### config.mk
export PLATFORM = sky130hd
export DESIGN_NAME = differential_drive_command_mixer
export DESIGN_NICKNAME = d
export VERILOG_FILES = /design/src/rtl/ddcm_pkg.sv /design/src/rtl/ddcm_regs.sv /design/src/rtl/ddcm_dpath.sv /design/src/rtl/ddcm_ctrl.sv /design/src/rtl/differential_drive_command_mixer.sv
export SDC_FILE = /design/constraint.sdc
export NUM_CORES = 1
export LEC_CHECK = 0
export ABC_AREA = 1
export ABC_CLOCK_PERIOD_IN_PS = 6450
export BUFFER_PORTS_ARGS = -buffer_cell sky130_fd_sc_hd__buf_4
export CORE_MARGIN = 1.5
export CORE_UTILIZATION = 42
export DETAILED_ROUTE_END_ITERATION = 10
export PLACE_DENSITY = 0.64
export SYNTH_ARGS = -nofsm -noshare
export SYNTH_HDL_FRONTEND = slang
export SYNTH_SLANG_ARGS = --single-unit
export TNS_END_PERCENT = 20
### constraint.sdc
create_clock -name clock -period 6.45 [get_ports clock]
set_clock_uncertainty 0.2 [all_clocks]
set_input_delay 1.6125 -clock clock [delete_from_list [all_inputs] [get_ports clock]]
set_output_delay 1.6125 -clock clock [all_outputs]
set_load 0.03 [all_outputs]
### src/rtl/ddcm_pkg.sv
// ----------------------------------------------------------------------------
// Drive command mixer package
// Shared codes, reset values, configuration and command types for the mixer.
// ----------------------------------------------------------------------------
`default_nettype none

package ddcm_pkg;

   // command codes carried in the action field
   localparam logic [3:0] ActCrawl    = 4'd0;
   localparam logic [3:0] ActSlow     = 4'd1;
   localparam logic [3:0] ActFast     = 4'd2;
   localparam logic [3:0] ActForward  = 4'd3;
   localparam logic [3:0] ActUturn    = 4'd7;
   localparam logic [3:0] ActSetSpeed = 4'd9;

   // move codes
   localparam logic [2:0] MoveStop    = 3'd0;
   localparam logic [2:0] MoveForward = 3'd1;
   localparam logic [2:0] MoveBack    = 3'd2;
   localparam logic [2:0] MoveLeft    = 3'd3;
   localparam logic [2:0] MoveRight   = 3'd4;
   localparam logic [2:0] MoveUturn   = 3'd5;

   // side direction codes
   localparam logic [1:0] DirIdle = 2'd0;
   localparam logic [1:0] DirFwd  = 2'd1;
   localparam logic [1:0] DirRev  = 2'd2;

   // enable modes
   localparam logic [1:0] ModeLow  = 2'd0;
   localparam logic [1:0] ModePwm  = 2'd1;
   localparam logic [1:0] ModeHigh = 2'd2;

   // register indexes (byte address / 4)
   localparam logic [2:0] RegCrawl     = 3'd0;
   localparam logic [2:0] RegSlow      = 3'd1;
   localparam logic [2:0] RegFast      = 3'd2;
   localparam logic [2:0] RegDefault   = 3'd3;
   localparam logic [2:0] RegInner     = 3'd4;
   localparam logic [2:0] RegOuter     = 3'd5;
   localparam logic [2:0] RegFullScale = 3'd6;

   // register reset values
   localparam logic [6:0]  CrawlReset     = 7'd10;
   localparam logic [6:0]  SlowReset      = 7'd40;
   localparam logic [6:0]  FastReset      = 7'd90;
   localparam logic [6:0]  DefaultReset   = 7'd40;
   localparam logic [6:0]  InnerReset     = 7'd50;
   localparam logic [6:0]  OuterReset     = 7'd100;
   localparam logic [15:0] FullScaleReset = 16'd1023;

   localparam logic [6:0] PctMax = 7'd100;

   // x / 100 = (x * floor(2^24 / 100)) >> 24, low by at most one for x < 2^23
   localparam int unsigned RecipShift = 24;
   localparam logic [17:0] RecipDiv100 = 18'd167772;

   // scaling passes of the shared multiplier
   localparam logic [1:0] OpInner     = 2'd0;
   localparam logic [1:0] OpOuter     = 2'd1;
   localparam logic [1:0] OpDutyLeft  = 2'd2;
   localparam logic [1:0] OpDutyRight = 2'd3;

   typedef struct packed {
      logic [6:0]  crawl_speed;
      logic [6:0]  slow_speed;
      logic [6:0]  fast_speed;
      logic [6:0]  default_speed;
      logic [6:0]  inner_turn_pct;
      logic [6:0]  outer_turn_pct;
      logic [15:0] pwm_full_scale;
   } cfg_type;

   typedef struct packed {
      logic       load;
      logic       mul1;
      logic       mul2;
      logic       fix;
      logic       mix;
      logic       out_load;
      logic [1:0] op;
   } cmd_type;

endpackage

`default_nettype wire

### src/rtl/ddcm_regs.sv
// ----------------------------------------------------------------------------
// Drive command mixer registers
// APB-style register file holding speed presets, turn ratios and PWM scale.
// ----------------------------------------------------------------------------
`default_nettype none

module ddcm_regs (
   input  wire logic             clock,
   input  wire logic             reset,
   input  wire logic             csr_psel,
   input  wire logic             csr_penable,
   input  wire logic             csr_pwrite,
   input  wire logic [4:0]       csr_paddr,
   input  wire logic [31:0]      csr_pwdata,
   output logic [31:0]           csr_prdata,
   output ddcm_pkg::cfg_type     cfg
);

   ddcm_pkg::cfg_type cfg_ff, cfg_in;
   logic [2:0]        index;
   logic              wr_en;

   assign index = csr_paddr[4:2];
   assign wr_en = csr_psel & csr_penable & csr_pwrite;

   always_comb begin
      cfg_in = cfg_ff;
      if (wr_en) begin
         unique case (index)
            ddcm_pkg::RegCrawl:     cfg_in.crawl_speed    = csr_pwdata[6:0];
            ddcm_pkg::RegSlow:      cfg_in.slow_speed     = csr_pwdata[6:0];
            ddcm_pkg::RegFast:      cfg_in.fast_speed     = csr_pwdata[6:0];
            ddcm_pkg::RegDefault:   cfg_in.default_speed  = csr_pwdata[6:0];
            ddcm_pkg::RegInner:     cfg_in.inner_turn_pct = csr_pwdata[6:0];
            ddcm_pkg::RegOuter:     cfg_in.outer_turn_pct = csr_pwdata[6:0];
            ddcm_pkg::RegFullScale: cfg_in.pwm_full_scale = csr_pwdata[15:0];
            default: ;
         endcase
      end
   end

   always_ff @(posedge clock) begin
      if (reset) begin
         cfg_ff.crawl_speed    <= ddcm_pkg::CrawlReset;
         cfg_ff.slow_speed     <= ddcm_pkg::SlowReset;
         cfg_ff.fast_speed     <= ddcm_pkg::FastReset;
         cfg_ff.default_speed  <= ddcm_pkg::DefaultReset;
         cfg_ff.inner_turn_pct <= ddcm_pkg::InnerReset;
         cfg_ff.outer_turn_pct <= ddcm_pkg::OuterReset;
         cfg_ff.pwm_full_scale <= ddcm_pkg::FullScaleReset;
      end else begin
         cfg_ff <= cfg_in;
      end
   end

   always_comb begin
      unique case (index)
         ddcm_pkg::RegCrawl:     csr_prdata = {25'd0, cfg_ff.crawl_speed};
         ddcm_pkg::RegSlow:      csr_prdata = {25'd0, cfg_ff.slow_speed};
         ddcm_pkg::RegFast:      csr_prdata = {25'd0, cfg_ff.fast_speed};
         ddcm_pkg::RegDefault:   csr_prdata = {25'd0, cfg_ff.default_speed};
         ddcm_pkg::RegInner:     csr_prdata = {25'd0, cfg_ff.inner_turn_pct};
         ddcm_pkg::RegOuter:     csr_prdata = {25'd0, cfg_ff.outer_turn_pct};
         ddcm_pkg::RegFullScale: csr_prdata = {16'd0, cfg_ff.pwm_full_scale};
         default:                csr_prdata = 32'd0;
      endcase
   end

   assign cfg = cfg_ff;

endmodule

`default_nettype wire

### src/rtl/ddcm_dpath.sv
// ----------------------------------------------------------------------------
// Drive command mixer datapath
// Speed and move state, held mix, one shared multiplier and the result register.
// ----------------------------------------------------------------------------
`default_nettype none

module ddcm_dpath (
   input  wire logic              clock,
   input  wire logic              reset,
   input  wire ddcm_pkg::cmd_type cmd,
   input  wire ddcm_pkg::cfg_type cfg,
   input  wire logic [15:0]       req_tdata,
   output logic [63:0]            rsp_tdata
);

   logic [3:0]  action;
   logic [7:0]  sv_raw;
   logic [6:0]  preset, preset_clamp, sv_clamp;

   logic [6:0]  speed_ff, speed_in;
   logic [2:0]  last_move_ff, last_move_in;
   logic [1:0]  ldir_ff, ldir_in, rdir_ff, rdir_in;
   logic [6:0]  lpct_ff, lpct_in, rpct_ff, rpct_in;
   logic        domove_ff, domove_in;
   logic [2:0]  mv_ff, mv_in;

   logic [15:0] opnd_wide;
   logic [6:0]  opnd_narrow;
   logic [22:0] mul_a;
   logic [17:0] mul_b;
   logic [40:0] mul_p;
   logic [22:0] x_ff;
   logic [40:0] prod_ff;
   logic [16:0] q_est, q_fix;
   logic [23:0] q100;
   logic [22:0] rem;
   logic [6:0]  q_pct;
   logic [6:0]  in_ff, out_ff;
   logic [15:0] duty_l_ff, duty_r_ff;
   logic [63:0] rsp_ff;

   function automatic logic [1:0] enable_mode(input logic [15:0] duty,
                                              input logic [15:0] fs);
      if (duty == 16'd0)
         return ddcm_pkg::ModeLow;
      else if (duty == fs)
         return ddcm_pkg::ModeHigh;
      else
         return ddcm_pkg::ModePwm;
   endfunction

   assign action = req_tdata[3:0];
   assign sv_raw = req_tdata[11:4];

   always_comb begin
      case (action)
         ddcm_pkg::ActCrawl: preset = cfg.crawl_speed;
         ddcm_pkg::ActSlow:  preset = cfg.slow_speed;
         default:            preset = cfg.fast_speed;
      endcase
   end

   assign preset_clamp = (preset > ddcm_pkg::PctMax) ? ddcm_pkg::PctMax : preset;
   assign sv_clamp = sv_raw[7] ? 7'd0
                   : (sv_raw[6:0] > ddcm_pkg::PctMax) ? ddcm_pkg::PctMax : sv_raw[6:0];

   // command decode at transfer, speed updates before the move is worked out
   always_comb begin
      speed_in  = speed_ff;
      domove_in = domove_ff;
      mv_in     = mv_ff;
      if (cmd.load) begin
         case (action) inside
            ddcm_pkg::ActCrawl, ddcm_pkg::ActSlow, ddcm_pkg::ActFast: begin
               // reapply the last move; a stopped drive stays stopped
               speed_in  = preset_clamp;
               domove_in = 1'b1;
               mv_in     = last_move_ff;
            end
            [ddcm_pkg::ActForward:ddcm_pkg::ActUturn]: begin
               domove_in = 1'b1;
               mv_in     = 3'(action - ddcm_pkg::ActForward) + ddcm_pkg::MoveForward;
            end
            ddcm_pkg::ActSetSpeed: begin
               speed_in  = sv_clamp;
               domove_in = 1'b0;
            end
            default: begin
               domove_in = 1'b1;
               mv_in     = ddcm_pkg::MoveStop;
            end
         endcase
      end
   end

   // shared multiplier: operand product first, reciprocal of 100 second
   always_comb begin
      case (cmd.op)
         ddcm_pkg::OpInner: opnd_wide = {9'd0, cfg.inner_turn_pct};
         ddcm_pkg::OpOuter: opnd_wide = {9'd0, cfg.outer_turn_pct};
         default:           opnd_wide = cfg.pwm_full_scale;
      endcase
      case (cmd.op)
         ddcm_pkg::OpDutyLeft:  opnd_narrow = lpct_ff;
         ddcm_pkg::OpDutyRight: opnd_narrow = rpct_ff;
         default:               opnd_narrow = speed_ff;
      endcase
   end

   assign mul_a = cmd.mul2 ? x_ff : {7'd0, opnd_wide};
   assign mul_b = cmd.mul2 ? ddcm_pkg::RecipDiv100 : {11'd0, opnd_narrow};
   assign mul_p = {18'd0, mul_a} * {23'd0, mul_b};

   // quotient estimate is low by at most one; fix with one compare
   assign q_est = prod_ff[40:ddcm_pkg::RecipShift];
   assign q100  = {1'b0, q_est, 6'd0} + {2'b0, q_est, 5'd0} + {5'd0, q_est, 2'd0};
   assign rem   = x_ff - q100[22:0];
   assign q_fix = q_est + {16'd0, (rem >= 23'd100)};
   assign q_pct = (q_fix > 17'd100) ? ddcm_pkg::PctMax : q_fix[6:0];

   always_comb begin
      last_move_in = last_move_ff;
      ldir_in      = ldir_ff;
      rdir_in      = rdir_ff;
      lpct_in      = lpct_ff;
      rpct_in      = rpct_ff;
      if (cmd.mix && domove_ff) begin
         last_move_in = mv_ff;
         case (mv_ff)
            ddcm_pkg::MoveForward: begin
               ldir_in = ddcm_pkg::DirFwd; lpct_in = speed_ff;
               rdir_in = ddcm_pkg::DirFwd; rpct_in = speed_ff;
            end
            ddcm_pkg::MoveBack: begin
               ldir_in = ddcm_pkg::DirRev; lpct_in = speed_ff;
               rdir_in = ddcm_pkg::DirRev; rpct_in = speed_ff;
            end
            ddcm_pkg::MoveLeft: begin
               ldir_in = ddcm_pkg::DirFwd; lpct_in = in_ff;
               rdir_in = ddcm_pkg::DirFwd; rpct_in = out_ff;
            end
            ddcm_pkg::MoveRight: begin
               ldir_in = ddcm_pkg::DirFwd; lpct_in = out_ff;
               rdir_in = ddcm_pkg::DirFwd; rpct_in = in_ff;
            end
            ddcm_pkg::MoveUturn: begin
               ldir_in = ddcm_pkg::DirRev; lpct_in = in_ff;
               rdir_in = ddcm_pkg::DirFwd; rpct_in = out_ff;
            end
            default: begin
               last_move_in = ddcm_pkg::MoveStop;
               ldir_in = ddcm_pkg::DirIdle; lpct_in = 7'd0;
               rdir_in = ddcm_pkg::DirIdle; rpct_in = 7'd0;
            end
         endcase
      end
   end

   always_ff @(posedge clock) begin
      if (reset) begin
         speed_ff     <= ddcm_pkg::DefaultReset;
         last_move_ff <= ddcm_pkg::MoveStop;
         ldir_ff      <= ddcm_pkg::DirIdle;
         rdir_ff      <= ddcm_pkg::DirIdle;
         lpct_ff      <= 7'd0;
         rpct_ff      <= 7'd0;
      end else begin
         speed_ff     <= speed_in;
         last_move_ff <= last_move_in;
         ldir_ff      <= ldir_in;
         rdir_ff      <= rdir_in;
         lpct_ff      <= lpct_in;
         rpct_ff      <= rpct_in;
      end
   end

   always_ff @(posedge clock) begin
      domove_ff <= domove_in;
      mv_ff     <= mv_in;
      if (cmd.mul1)
         x_ff <= mul_p[22:0];
      if (cmd.mul2)
         prod_ff <= mul_p;
      if (cmd.fix) begin
         case (cmd.op)
            ddcm_pkg::OpInner: in_ff  <= q_pct;
            ddcm_pkg::OpOuter: out_ff <= q_pct;
            ddcm_pkg::OpDutyLeft:
               duty_l_ff <= (ldir_ff == ddcm_pkg::DirIdle) ? 16'd0 : q_fix[15:0];
            default:
               duty_r_ff <= (rdir_ff == ddcm_pkg::DirIdle) ? 16'd0 : q_fix[15:0];
         endcase
      end
      if (cmd.out_load) begin
         rsp_ff <= {last_move_ff, speed_ff, rpct_ff, lpct_ff,
                    enable_mode(duty_r_ff, cfg.pwm_full_scale),
                    enable_mode(duty_l_ff, cfg.pwm_full_scale),
                    duty_r_ff, duty_l_ff,
                    (rdir_ff == ddcm_pkg::DirRev), (rdir_ff == ddcm_pkg::DirFwd),
                    (ldir_ff == ddcm_pkg::DirRev), (ldir_ff == ddcm_pkg::DirFwd)};
      end
   end

   assign rsp_tdata = rsp_ff;

endmodule

`default_nettype wire

### src/rtl/ddcm_ctrl.sv
// ----------------------------------------------------------------------------
// Drive command mixer controller
// Sequences the four scaling passes, the mix update and the result transfer.
// ----------------------------------------------------------------------------
`default_nettype none

module ddcm_ctrl (
   input  wire logic          clock,
   input  wire logic          reset,
   input  wire logic          req_tvalid,
   output logic               req_tready,
   output logic               rsp_tvalid,
   input  wire logic          rsp_tready,
   output ddcm_pkg::cmd_type  cmd
);

   typedef enum logic [5:0] {
      StIdle = 6'b000001,
      StMul  = 6'b000010,
      StDiv  = 6'b000100,
      StFix  = 6'b001000,
      StMix  = 6'b010000,
      StDone = 6'b100000
   } state_type;

   state_type  state_ff, state_in;
   logic [1:0] op_ff, op_in;
   logic       rsp_valid_ff, rsp_valid_in;

   always_comb begin
      state_in = state_ff;
      op_in    = op_ff;
      cmd      = '0;
      cmd.op   = op_ff;
      unique case (state_ff)
         StIdle: begin
            if (req_tvalid) begin
               cmd.load = 1'b1;
               op_in    = ddcm_pkg::OpInner;
               state_in = StMul;
            end
         end
         StMul: begin
            cmd.mul1 = 1'b1;
            state_in = StDiv;
         end
         StDiv: begin
            cmd.mul2 = 1'b1;
            state_in = StFix;
         end
         StFix: begin
            cmd.fix = 1'b1;
            if (op_ff == ddcm_pkg::OpOuter) begin
               state_in = StMix;
            end else if (op_ff == ddcm_pkg::OpDutyRight) begin
               state_in = StDone;
            end else begin
               op_in    = op_ff + 2'd1;
               state_in = StMul;
            end
         end
         StMix: begin
            cmd.mix  = 1'b1;
            op_in    = ddcm_pkg::OpDutyLeft;
            state_in = StMul;
         end
         StDone: begin
            // hold until the output register is free or being drained
            if (!rsp_valid_ff || rsp_tready) begin
               cmd.out_load = 1'b1;
               state_in     = StIdle;
            end
         end
         default: state_in = StIdle;
      endcase
   end

   assign rsp_valid_in = cmd.out_load | (rsp_valid_ff & ~rsp_tready);

   always_ff @(posedge clock) begin
      if (reset) begin
         state_ff     <= StIdle;
         op_ff        <= ddcm_pkg::OpInner;
         rsp_valid_ff <= 1'b0;
      end else begin
         state_ff     <= state_in;
         op_ff        <= op_in;
         rsp_valid_ff <= rsp_valid_in;
      end
   end

   assign req_tready = (state_ff == StIdle);
   assign rsp_tvalid = rsp_valid_ff;

`ifndef SYNTH
   a_accept_starts: assert property (@(posedge clock) disable iff (reset)
      (req_tvalid && req_tready) |=> (state_ff == StMul))
      else $error("accepted command did not start the multiplier pass");

   a_mix_after_outer: assert property (@(posedge clock) disable iff (reset)
      (state_ff == StMix) |-> (op_ff == ddcm_pkg::OpOuter))
      else $error("mix update outside the outer pass");

   a_no_overwrite: assert property (@(posedge clock) disable iff (reset)
      cmd.out_load |-> (!rsp_valid_ff || rsp_tready))
      else $error("result register overwritten while still pending");

   a_valid_from_done: assert property (@(posedge clock) disable iff (reset)
      $rose(rsp_valid_ff) |-> $past(state_ff == StDone))
      else $error("result valid raised outside the done state");
`endif

endmodule

`default_nettype wire

### src/rtl/differential_drive_command_mixer.sv
// ----------------------------------------------------------------------------
// Differential drive command mixer
// Turns drive commands into H-bridge direction pins, PWM duty and enable modes.
// ----------------------------------------------------------------------------
// Usage:
//   req channel: one command per transfer, action and signed speed value.
//   rsp channel: one result per command with pins, duties, enable modes,
//   side percents, current speed and move.
//   csr port: presets, turn ratios and PWM full scale; write only while idle.
// Flow: a command is worked out in full before the next one is taken; the
//   next command is accepted only once the result is in the output register.
//   Each command takes three steps (product, reciprocal, fix) around a single
//   23x18 multiplier for each of the four scalings: inner turn, outer turn,
//   left duty, right duty.
// Reset: registers load their defaults, speed 40 percent, move stop, both
//   sides idle, no result pending.
// Stall: a finished result waits in the output register; one more command
//   is accepted and worked out meanwhile, then held until the register drains.
// ----------------------------------------------------------------------------
`default_nettype none

module differential_drive_command_mixer (
   input  wire logic        clock,
   input  wire logic        reset,
   input  wire logic        req_tvalid,
   output logic             req_tready,
   // [3:0] action, [11:4] speed_value, [15:12] zero
   input  wire logic [15:0] req_tdata,
   output logic             rsp_tvalid,
   input  wire logic        rsp_tready,
   // [0] left_fwd_pin, [1] left_rev_pin, [2] right_fwd_pin, [3] right_rev_pin,
   // [19:4] left_duty, [35:20] right_duty, [37:36] left_enable_mode,
   // [39:38] right_enable_mode, [46:40] left_percent, [53:47] right_percent,
   // [60:54] current_speed, [63:61] current_move
   output logic [63:0]      rsp_tdata,
   input  wire logic        csr_psel,
   input  wire logic        csr_penable,
   input  wire logic        csr_pwrite,
   input  wire logic [4:0]  csr_paddr,
   input  wire logic [31:0] csr_pwdata,
   output logic [31:0]      csr_prdata,
   output logic             csr_pready
);

   ddcm_pkg::cfg_type cfg;
   ddcm_pkg::cmd_type cmd;

   assign csr_pready = 1'b1;

   ddcm_regs u_regs (
      .clock       (clock),
      .reset       (reset),
      .csr_psel    (csr_psel),
      .csr_penable (csr_penable),
      .csr_pwrite  (csr_pwrite),
      .csr_paddr   (csr_paddr),
      .csr_pwdata  (csr_pwdata),
      .csr_prdata  (csr_prdata),
      .cfg         (cfg)
   );

   ddcm_ctrl u_ctrl (
      .clock      (clock),
      .reset      (reset),
      .req_tvalid (req_tvalid),
      .req_tready (req_tready),
      .rsp_tvalid (rsp_tvalid),
      .rsp_tready (rsp_tready),
      .cmd        (cmd)
   );

   ddcm_dpath u_dpath (
      .clock     (clock),
      .reset     (reset),
      .cmd       (cmd),
      .cfg       (cfg),
      .req_tdata (req_tdata),
      .rsp_tdata (rsp_tdata)
   );

endmodule

`default_nettype wire

Word level (Yosys, flattened, before mapping)
Cells that the tools add are included.
- output and inout port bits: 99
- bits of input ports: 60
- register bits: 273
- equal/unequal tests: 35
- add/sub/neg operators: 7
- multiply operators: 1
- reductions and logical operators: 37
- muxes and demuxes: 41
- bitwise gates (word level): 6
- magnitude comparators: 6
- operators by type and width (operator ; count):
    $pmux W16 S7 ; 1
    $mux W7 ; 7
    $pmux W7 S3 ; 2
    $mul A23 B18 Y41 ; 1
    $pmux W6 S6 ; 1
    $eq A16 B16 Y1 ; 2
    $logic_not A16 Y1 ; 2
    $pmux W16 S2 ; 1
    $pmux W7 S2 ; 2
    $reduce_and A2 Y1 ; 13
    $mux W6 ; 4
    $add A23 B19 Y23 ; 1
    $add A23 B22 Y23 ; 1
    $ge A23 B7 Y1 const B ; 1
    $mux W23 ; 1
    $sub A23 B23 Y23 ; 1
    $mux W18 ; 1
    $add A17 B1 Y17 ; 1
    $gt A17 B7 Y1 const B ; 1
    $eq A3 B3 Y1 const B ; 5
    $gt A7 B7 Y1 const B ; 2
    $eq A3 B2 Y1 const B ; 4
    $mux W3 ; 4
    $mux W2 ; 5
    other kinds (40) ; 69

Logic depth before layout (Yosys ltp)
Gate-level depths: netlist (run 1).
- word-level depth: 7
- mapped depth: 33

By module
Synthesis (run 1) repeated with hierarchy kept, for this count alone.
- cells, all modules: 2907
- area total of the unflattened synthesis: 24242.0 um^2
- modules (own cells, without submodules) (module ; area each (um^2) ; cells an instance ; seq. area each (um^2) ; times used):
    ddcm_dpath ; 20617.3 ; 2354 ; 5185.0 ; 1
    ddcm_regs ; 3051.7 ; 472 ; 1161.1 ; 1
    ddcm_ctrl ; 561.8 ; 79 ; 180.2 ; 1
    differential_drive_command_mixer ; 11.3 ; 2 ; 0.0 ; 1

Worst setup path after synthesis (run 1)
Ideal clock, no wire load.
- path kind: register to register
- start point: register u_ctrl.state_ff[1]
- end point: register u_dpath.prod_ff[30], data pin
- stages on the path, launching flop included: 28
- clock period less this slack: 6.431 ns
- path buffers: 0
- data arrival time: 5.975 ns
- library setup time: 0.256 ns
- slack: 0.019 ns
- cells stage by stage: dfxtp_1 inv_1 nand2_1 nor4_4 inv_2 nor2_1 inv_1 nand2_1 inv_1 nor2_1 fa_1 inv_1 fa_1 inv_1 fa_1 fa_1 inv_1 fa_1 inv_1 fa_1 ha_1 a21oi_1 o21ai_0 a21oi_1 a21boi_0 nor2_1 o21bai_1 nand2_1
- longest elaborated chain between the ends: 4
- ends and longest elaborated chain (item ; line ; text):
    start, declared ; ddcm_ctrl.sv:26 ; state_type state_ff, state_in;
    start signal, assigned ; ddcm_ctrl.sv:82 ; state_ff <= StIdle;
    start signal, assigned ; ddcm_ctrl.sv:86 ; state_ff <= state_in;
    $eq A6 B3 Y1 * ; ddcm_ctrl.sv:35 ; unique case (state_ff)
    $mux W1 * ; ddcm_ctrl.sv:35 ;
    $mux W23 or $mux W18 (tied branches) ; ddcm_dpath.sv:110, ddcm_dpath.sv:111 ;
    $mul A23 B18 Y41 * ; ddcm_dpath.sv:112 ; assign mul_p = {18'd0, mul_a} * {23'd0, mul_b};
    named net u_dpath.mul_p[30] ; ddcm_dpath.sv:31 ; logic [40:0] mul_p;
    end signal, assigned ; ddcm_dpath.sv:183 ; prod_ff <= mul_p;
    end, declared ; ddcm_dpath.sv:33 ; logic [40:0] prod_ff;
The timed path passes the listed nets; every way through them passes the cells marked *.
A chain may end at the register's enable or synchronous reset.

Worst setup path after layout (run 1)
- start point: register u_ctrl.state_ff[0]
- end point: register u_dpath.prod_ff[38], data pin
Same word-level chain as after synthesis.

==> impl_metrics.env, run 1 <==
export IMPL_layout_common_cells="inv_1, nand2_1, buf_4, fa_1, nor2_1"
export IMPL_numPortBuffers=119
export IMPL_grt_ovfl_total=0
export IMPL_die_area_um2=57610
export IMPL_reg2reg_from="u_ctrl.state_ff[0]$_SDFFE_PP1P_"
export IMPL_max_cap_viol_count=0
export IMPL_synthDistinctLibCells=56
export IMPL_dr_total_vias=19980
export IMPL_utilization_pct=52.95
export IMPL_cts_max_level=1
export IMPL_cts_buffers=27
export IMPL_wl_per_cell_um=17.05
export IMPL_core_area_um2=55310
export IMPL_die_h_um=240.0
export IMPL_min_path_cells=0
export IMPL_ant_nets=0
export IMPL_ys_flop_type="edfxtp_1"
export IMPL_timing_rr_end="u_dpath.prod_ff[38]$_DFFE_PN_"
export IMPL_powerDensity_nw_per_um2=275.4
export IMPL_synth_avg_cell_area_um2=8.503
export IMPL_cts_sinks=249
export IMPL_min_delay_start="u_dpath.rpct_ff[2]$_SDFFE_PP0P_"
export IMPL_async_reset_ff_share_pct=0
export IMPL_antennaDiodeCount=0
export IMPL_timing_final_crit_share_pct=98.06
export IMPL_synth_edf_count=154
export IMPL_reg2reg_setup_slack_ns=0.12
export IMPL_drive_above_1_share_pct=21.37
export IMPL_setup_viol=0
export IMPL_globalplace_congestion=0.9563
export IMPL_grt_pass1_vias=19670
export IMPL_grt_busiest_layer="met2"
export IMPL_synthMuxAreaShare_pct=0
export IMPL_io_pins=159
export IMPL_fillers=5146
export IMPL_fin_ws_ns=0.1250
export IMPL_cts_tree="yes"
export IMPL_status="finished, final reports clean"
export IMPL_cpPeakStageDelay_ns=0.54
export IMPL_hold_buffers=0
export IMPL_ff2ff_path_depth=32
export IMPL_power_leakage_nw=14.76
export IMPL_yosysWarnings=0
export IMPL_hold_slack_ns=0.2642
export IMPL_crit_path_end_kind="register"
export IMPL_syn_inst=2775
export IMPL_synthAdderAreaFrac_pct=33.42
export IMPL_crit_type="reg -> reg"
export IMPL_start_util_pct=42.66
export IMPL_dr_pass1_iters=5
export IMPL_required_ns=6.65
export IMPL_hold_path_class="reg -> reg"
export IMPL_use_met1_pct=30.10
export IMPL_critPathSlowestCell="fa_1"
export IMPL_grt_max_degree=65
export IMPL_hold_viol=0
export IMPL_syn2layout_area_growth_pct=24.13
export IMPL_root_buffer="clkbuf_16"
export IMPL_tightest_slew_ns=1.246
export IMPL_finalCriticalPeriod_ns=6.325
export IMPL_ys_seq_elements=249
export IMPL_nNetsFinal=3723
export IMPL_slew_viol_final=0
export IMPL_rsz0062_at_grt="true"
export IMPL_crit_fanout=7
export IMPL_tns_ns=0
export IMPL_wirelength_mm=67.40
export IMPL_peakVddDrop_mv=0.3395
export IMPL_grt_pass1_wl_mm=104.3
export IMPL_die_x_um=240.0
export IMPL_final_common_cell="inv_1"
export IMPL_clock_latency_ns=0.56
export IMPL_met2_usage_pct=41.09
export IMPL_syn_area_um2=23600
export IMPL_synth_simple_area_share_pct=18.33
export IMPL_critPathMostFrequentCell="inv_2"
export IMPL_route_detailed_drc=0
export IMPL_grt_antenna_before_repair=0
export IMPL_cts_buffer_depth=3
export IMPL_hold_end="u_dpath.rsp_tdata[49]$_DFFE_PP_"
export IMPL_yosysTopAreaCell="fa_1"
export IMPL_grt_total_usage_pct=23.19
export IMPL_drt_initial_drc_count=1572
export IMPL_arrival_ns=6.52
export IMPL_place_ws_ns=-0.4019
export IMPL_critPathLaunchType="register"
export IMPL_use_met3_pct=2.411
export IMPL_detail_route_vias_per_cell=5.054
export IMPL_synth_top_family_by_area="adder cells"
export IMPL_synth_xor_area_share_pct=2.301
export IMPL_clkTransAtPathRegs_ns=0.06
export IMPL_synth_top_area_share_pct=21.38
export IMPL_num_rows=86
export IMPL_fmax_mhz=158.1
export IMPL_max_slew_margin_rel_pct=16.62
export IMPL_synth_compound_area_share_pct=7.541
export IMPL_hpwl_mm=55.90
export IMPL_ys_seq_area_share_pct=27.66
export IMPL_synthTopCellsByArea="fa_1, edfxtp_1, ha_1, inv_1, nand2_1"
==> Yosys cell counts (7+ instances only) <==
| master | n |
|---|---|
| o21bai_1 | 8 |
| o221ai_1 | 13 |
| o21ai_1 | 7 |
| a31oi_1 | 13 |
| ha_1 | 227 |
| a21oi_1 | 125 |
| fa_1 | 252 |
| nor4_1 | 13 |
| xor2_1 | 35 |
| o21ai_0 | 98 |
| xnor2_1 | 27 |
| nand2_1 | 531 |
| nor3_1 | 25 |
| clkbuf_1 | 19 |
| inv_1 | 589 |
| nand2_2 | 9 |
| edfxtp_1 | 154 |
| inv_2 | 9 |
| nor2_1 | 267 |
| nand4_1 | 26 |
| buf_2 | 14 |
| buf_4 | 17 |
| a221oi_1 | 7 |
| o22ai_1 | 11 |
| dfxtp_1 | 95 |
| nand3_1 | 112 |
==> sequential cells by signal, summed over array words and instances (netlist names), 7 cells and up <==
name and cells:
u_dpath.duty_l_ff 16, u_dpath.in_ff 7, u_dpath.out_ff 7, u_dpath.x_ff 23, u_dpath.lpct_ff 7, u_dpath.speed_ff 7, u_regs.cfg 58, u_dpath.prod_ff 17
u_dpath.duty_r_ff 16, u_dpath.rpct_ff 7, u_dpath.rsp_tdata 64
==> through the flow <==
stage | area, um^2 | power [mW] | std cells
floorplan | 23730 | 4.387 | 2811
global placement | 27240 | 5.841 | 3882
detailed placement | 27240 | 5.903 | 3882
CTS | 28330 | 7.567 | 3937
global route | 29290 | 8.626 | 3953
finish | 29290 | 8.065 | 3953
==> final cells by class <==
class | count | area, um^2 | area share (%)
clock inverters | 21 | 181.4 | 0.6194
multi-input cells | 1912 | 15630 | 53.38
well taps | 748 | 935.9 | 3.195
clock buffers | 29 | 683.2 | 2.333
inverters | 599 | 2273 | 7.762
repair buffers | 395 | 3048 | 10.41
flip-flops and latches | 249 | 6533 | 22.30
==> report_power, final <==
| group | internal (mW) | switching (mW) |
|---|---|---|
| Clock | 0.856 | 0.674 |
| Combinational | 2.01 | 2.57 |
| Sequential | 1.87 | 0.0803 |
==> worst max-delay path by stage <==
stage,start,end,depth (start not counted)
floorplan,u_ctrl.state_ff[1]$_SDFFE_PP0P_,u_dpath.prod_ff[30]$_DFFE_PN_,27
global placement,u_ctrl.op_ff[0]$_SDFFE_PP0P_,u_dpath.prod_ff[40]$_DFFE_PN_,28
detailed placement,u_ctrl.op_ff[0]$_SDFFE_PP0P_,u_dpath.prod_ff[40]$_DFFE_PN_,28
CTS,u_ctrl.op_ff[0]$_SDFFE_PP0P_,u_dpath.prod_ff[35]$_DFFE_PN_,26
global route,u_ctrl.state_ff[0]$_SDFFE_PP1P_,u_dpath.prod_ff[38]$_DFFE_PN_,32
finish,u_ctrl.state_ff[0]$_SDFFE_PP1P_,u_dpath.prod_ff[38]$_DFFE_PN_,32
==> what timing repair did <==
action,4_1_cts,5_1_grt
resized for setup,56,220
buffers inserted,5,16
endpoints found under the setup margin,25,27
pin swaps,10,68
==> critical path, delay by kind of cell (launching register included) <==
family / cells / cell delay, ns
fa+ha+maj: 7 / 3.35
flops: 1 / 0.32
buf+inv: 12 / 1.07
xor+xnor: 1 / 0.18
simple gates: 12 / 1.04
==> kinds of logic after synthesis <==
group,count (synthesis)
AOI/OAI and AO/OA,312
buffers and inverters,650
xor gates and xnor gates,62
and+or+nand+nor,1021
other,2
adders and majority gates,479
DFF,249
==> layer usage <==
layer  wire length, um  share of wire, %
met5                 0                 0
met4              1934               2.9
met1             27940                41
met3              3936               5.8
met2             33580                50
No activity file was read; power rests on OpenSTA's default activity.
==> inputs of run 2 (changes only) <==
SETUP_SLACK_MARGIN = 0.5   (was default)
==> impl_metrics.env, run 2 (same netlist as run 1, synthesis figures left out) <==
export IMPL_crit_path_end_kind="register"
export IMPL_grt_ovfl_total=0
export IMPL_multi_input_area_um2=15700
export IMPL_clock_latency_ns=0.55
export IMPL_cp_depth=29
export IMPL_dr_pass1_iters=7
export IMPL_nNetsFinal=3635
export IMPL_grt_total_usage_pct=24.51
export IMPL_setup_worst_path_start="u_ctrl.state_ff[0]$_SDFFE_PP1P_"
export IMPL_num_rows=86
export IMPL_layout_common_cells="inv_1, nand2_1, buf_4, fa_1, nor2_1"
export IMPL_ant_nets=0
export IMPL_route_detailed_drc=0
export IMPL_numPortBuffers=119
export IMPL_cts_max_level=1
export IMPL_cts_buffer_depth=3
export IMPL_peakVddDrop_mv=0.2313
export IMPL_critPathTopFamily="adder cells"
export IMPL_power_leakage_nw=14.39
export IMPL_cts_tree="yes"
export IMPL_setup_viol=0
export IMPL_cpPeakStageDelay_ns=0.55
export IMPL_ff2ff_path_depth=29
export IMPL_clkTransAtPathRegs_ns=0.06
export IMPL_final_common_cell="inv_1"
export IMPL_hold_viol=0
export IMPL_utilization_pct=51.98
export IMPL_crit_end="u_dpath.prod_ff[29]$_DFFE_PN_"
export IMPL_wirelength_mm=69.76
export IMPL_dr_total_vias=19690
export IMPL_arrival_ns=6.51
export IMPL_crit_fanout=14
export IMPL_die_x_um=240.0
export IMPL_tightest_slew_ns=1.049
export IMPL_start_util_pct=42.66
export IMPL_hold_path_class="reg -> reg"
export IMPL_wl_per_cell_um=18.05
export IMPL_slew_viol_final=0
export IMPL_status="finished, final reports clean"
export IMPL_syn2layout_area_growth_pct=21.84
export IMPL_area_sequential_um2=6530
export IMPL_largest_reg_flops=64
export IMPL_finalCriticalPeriod_ns=6.341
export IMPL_detail_route_vias_per_cell=5.097
export IMPL_die_h_um=240.0
export IMPL_critPathLaunchType="register"
export IMPL_fillers=5232
export IMPL_grt_max_degree=62
export IMPL_tns_ns=0
export IMPL_globalplace_congestion=0.9541
export IMPL_core_area_um2=55310
export IMPL_grt_pass1_wl_mm=109.8
export IMPL_drive_above_1_share_pct=19.64
export IMPL_crit_type="reg -> reg"
export IMPL_max_cap_viol_count=0
export IMPL_max_slew_margin_rel_pct=29.79
export IMPL_timing_rr_end="u_dpath.prod_ff[29]$_DFFE_PN_"
export IMPL_timing_final_crit_share_pct=98.31
export IMPL_reg2reg_from="u_ctrl.state_ff[0]$_SDFFE_PP1P_"
export IMPL_cts_buffers=26
export IMPL_grt_pass1_vias=20280
export IMPL_io_pins=159
export IMPL_die_area_um2=57610
export IMPL_grt_antenna_before_repair=0
export IMPL_reg2reg_setup_slack_ns=0.11
export IMPL_hpwl_mm=57.84
export IMPL_fmax_mhz=157.7
export IMPL_path_buf_inv=8
export IMPL_root_buffer="clkbuf_16"
export IMPL_required_ns=6.62
export IMPL_cts_sinks=249
export IMPL_critPathSlowestCell="fa_1"
export IMPL_antennaDiodeCount=0
export IMPL_drt_initial_drc_count=1293
export IMPL_powerDensity_nw_per_um2=275.5
export IMPL_rsz0062_at_grt="true"
## run 2: worst min-delay path by stage
stage	cells past startpoint	slack, ns	to	from
2_1_floorplan	0	0.23	u_dpath.rsp_tdata[63]$_DFFE_PP_	u_dpath.last_move_ff[2]$_SDFFE_PP0P_
3_3_place_gp	0	0.26	u_dpath.rsp_tdata[46]$_DFFE_PP_	u_dpath.lpct_ff[6]$_SDFFE_PP0P_
3_5_place_dp	0	0.26	u_dpath.rsp_tdata[62]$_DFFE_PP_	u_dpath.last_move_ff[1]$_SDFFE_PP0P_
4_1_cts	0	0.26	u_dpath.rsp_tdata[62]$_DFFE_PP_	u_dpath.last_move_ff[1]$_SDFFE_PP0P_
5_1_grt	0	0.30	u_dpath.rsp_tdata[62]$_DFFE_PP_	u_dpath.last_move_ff[1]$_SDFFE_PP0P_
6_report	0	0.28	u_dpath.rsp_tdata[62]$_DFFE_PP_	u_dpath.last_move_ff[1]$_SDFFE_PP0P_
## run 2: timing repair
action / in CTS / in global routing
resized for setup: 108 / 122
endpoints found under the hold margin: 0 / 0
endpoints found under the setup margin: 29 / 44
cloned: 1 / 0
hold buffers: 0 / 0
buffers inserted: 6 / 6
pin swaps: 27 / 44
## run 2: metal layers
layer | track usage [%] | share of wire [%] | up-vias
li1 | - | - | 9380
met3 | 2.445 | 5.1 | 118
met1 | 32.07 | 43 | 9613
met5 | 0 | 0 | -
met4 | 8.348 | 3.4 | 0
met2 | 42.32 | 49 | 582
## run 2: power breakdown
part           total, mW  leakage (nW)  switching [mW]  internal, mW
clock               1.60         0.445           0.663         0.942
sequential          1.95          2.19          0.0827          1.87
combinational       4.37          11.8            2.55          1.81
## run 2: final cells by class
type / instances / area share, %
repair buffers: 307 / 8.343
inverters: 599 / 7.934
clock buffers: 30 / 2.424
well taps: 748 / 3.255
clock inverters: 18 / 0.7312
flip-flops and latches: 249 / 22.71
multi-input cells: 1913 / 54.60
## run 2: metrics by stage
stage | area [um^2] | instances | hold WS [ns] | setup slack (ns) | total power, mW
final | 28750 | 3864 | 0.2756 | 0.1092 | 7.920
after global routing | 28750 | 3864 | 0.3002 | -0.09699 | 8.494
after CTS | 28270 | 3858 | 0.2641 | 0.1583 | 7.678
after detailed placement | 26920 | 3803 | 0.2594 | -0.1560 | 5.829
after global placement | 26920 | 3803 | 0.2602 | -0.08750 | 5.757
after floorplan | 24010 | 2811 | 0.2252 | 0.3565 | 4.472
==> inputs of run 3 (changes only) <==
BUFFER_PORTS_ARGS = default   (was -buffer_cell sky130_fd_sc_hd__buf_4)
CORE_UTILIZATION = 30   (was 42)
DONT_BUFFER_PORTS = 1   (was default)
PLACE_DENSITY = 0.48   (was 0.64)
==> impl_metrics.env, run 3 (same netlist as run 1, synthesis figures left out) <==
export IMPL_status="finished, final reports clean"
export IMPL_clkTransAtPathRegs_ns=0.07
export IMPL_wirelength_mm=71.13
export IMPL_grt_ovfl_total=0
export IMPL_placed_cell_area_um2=26940
export IMPL_grt_antenna_before_repair=0
export IMPL_grt_pass1_wl_mm=112.5
export IMPL_critPathLaunchType="register"
export IMPL_final_common_cell="inv_1"
export IMPL_min_delay_start="u_regs.cfg[33]$_SDFFE_PP1P_"
export IMPL_dr_total_vias=18660
export IMPL_reg2reg_setup_slack_ns=0.19
export IMPL_power_leakage_nw=14.16
export IMPL_timing_final_crit_share_pct=97.07
export IMPL_fillers=8180
export IMPL_syn2layout_area_growth_pct=21.77
export IMPL_ant_nets=0
export IMPL_min_path_cells=2
export IMPL_crit_fanout=15
export IMPL_setup_viol=0
export IMPL_cts_buffer_depth=3
export IMPL_detail_route_vias_per_cell=4.531
export IMPL_cts_buffers=27
export IMPL_cts_sinks=249
export IMPL_fmax_mhz=159.7
export IMPL_cp_depth=26
export IMPL_route_detailed_drc=0
export IMPL_hold_end="u_regs.cfg[33]$_SDFFE_PP1P_"
export IMPL_max_slew_margin_rel_pct=22.89
export IMPL_crit_path_end_kind="register"
export IMPL_max_cap_viol_count=0
export IMPL_drive_above_1_share_pct=17.80
export IMPL_crit_type="reg -> reg"
export IMPL_power_mw=8.061
export IMPL_rsz0062_at_grt="true"
export IMPL_grt_max_degree=65
export IMPL_start_util_pct=30.41
export IMPL_core_area_um2=77590
export IMPL_cpPeakStageDelay_ns=0.54
export IMPL_layout_common_cells="inv_1, nand2_1, buf_4, fa_1, nor2_1"
export IMPL_reg2reg_from="u_ctrl.state_ff[0]$_SDFFE_PP1P_"
export IMPL_die_x_um=283.4
export IMPL_required_ns=6.57
export IMPL_hold_path_class="reg -> reg"
export IMPL_globalplace_congestion=0.9096
export IMPL_tightest_slew_ns=1.152
export IMPL_antennaDiodeCount=0
export IMPL_dr_pass1_iters=5
export IMPL_slew_viol_final=0
export IMPL_cts_max_level=1
export IMPL_arrival_ns=6.38
export IMPL_hold_buffers=0
export IMPL_io_pins=159
export IMPL_ff2ff_path_depth=26
export IMPL_multi_input_area_um2=15600
export IMPL_grt_total_usage_pct=18.01
export IMPL_die_h_um=283.4
export IMPL_hold_viol=0
export IMPL_num_rows=102
export IMPL_dp_cells=4051
export IMPL_critPathSlowestCell="fa_1"
export IMPL_hpwl_mm=60.21
export IMPL_largest_reg_flops=64
export IMPL_clock_latency_ns=0.55
export IMPL_die_area_um2=80340
export IMPL_numPortBuffers=0
export IMPL_wl_per_cell_um=17.27
export IMPL_design_area_um2=28730
export IMPL_grt_pass1_vias=19320
export IMPL_fin_cells=4118
export IMPL_critPathMostFrequentCell="fa_1"
export IMPL_drt_initial_drc_count=1061
export IMPL_path_buf_inv=8
export IMPL_nNetsFinal=3597
export IMPL_root_buffer="clkbuf_16"
export IMPL_finalCriticalPeriod_ns=6.261
export IMPL_critPathTopFamily="adder cells"
export IMPL_peakVddDrop_mv=0.3605
export IMPL_area_sequential_um2=6531
export IMPL_timing_rr_end="u_dpath.prod_ff[29]$_DFFE_PN_"
export IMPL_cts_tree="yes"
export IMPL_powerDensity_nw_per_um2=280.6
==> run 3: cell count changes in the layout (fill, tap and decap cells not counted), sizes merged <==
cell,before,now
buf,307,268
bufbuf,0,1
clkbuf,30,31
clkinv,9,10
inv,600,599
nand2,541,540
==> run 3: worst max path at each step <==
stage / startpoint / endpoint / slack (ns)
after floorplan: u_ctrl.state_ff[0]$_SDFFE_PP1P_ / u_dpath.prod_ff[40]$_DFFE_PN_ / 0.36
after global placement: u_ctrl.op_ff[0]$_SDFFE_PP0P_ / u_dpath.prod_ff[40]$_DFFE_PN_ / -0.20
after detailed placement: u_ctrl.op_ff[0]$_SDFFE_PP0P_ / u_dpath.prod_ff[40]$_DFFE_PN_ / -0.22
after CTS: u_ctrl.state_ff[0]$_SDFFE_PP1P_ / u_dpath.prod_ff[28]$_DFFE_PN_ / 0.19
after global routing: u_ctrl.op_ff[1]$_SDFFE_PP0P_ / u_dpath.prod_ff[30]$_DFFE_PN_ / -0.1
final: u_ctrl.state_ff[0]$_SDFFE_PP1P_ / u_dpath.prod_ff[29]$_DFFE_PN_ / 0.19
==> run 3: what timing repair did <==
action	CTS	global route
setup buffers	12	5
cloned	1	0
resized for setup	120	68
pin swaps	47	24
hold endpoints to repair	0	0
endpoints found under the setup margin	29	45
==> run 3: layout make-up <==
class | instances | share of cell area [%]
inverters | 599 | 7.917
repair buffers | 269 | 7.381
clock buffers | 31 | 2.404
well taps | 1040 | 4.529
flip-flops and latches | 249 | 22.73
clock inverters | 18 | 0.7577
multi-input cells | 1912 | 54.28
==> run 3: metal layers <==
metal | vias to the layer above | share of wire, % | track usage (%)
met3 | 75 | 4.2 | 1.841
met1 | 8864 | 45 | 24.09
met2 | 415 | 48 | 31.02
li1 | 9304 | - | -
met5 | - | 0 | 0
met4 | 0 | 2.7 | 4.599
==> run 3: power by group <==
part / internal (mW) / leakage (nW) / total (mW) / switching [mW]
registers: 1.87 / 2.19 / 1.99 / 0.121
clock network: 0.935 / 0.433 / 1.61 / 0.680
logic: 1.93 / 11.5 / 4.46 / 2.53
total: 4.73 / 14.2 / 8.06 / 3.33
==> run 3: stage by stage <==
step           hold WS (ns)  setup TNS [ns]  worst slack [ns]  utilization (%)
2_1_floorplan        0.2252               0            0.3565                -
3_3_place_gp         0.2559          -2.124           -0.1951            34.72
3_5_place_dp         0.2595          -2.256           -0.2232            34.72
4_1_cts              0.2731               0            0.1869            36.68
5_1_grt              0.2976         -0.7497          -0.09661            37.03
6_report             0.2761               0            0.1890            37.03
==> run 3: worst min-delay path, stage by stage, from the launching register on <==
cell     delay (ns)
dfxtp_1        0.33
nand2_1        0.05
nand3_1        0.06
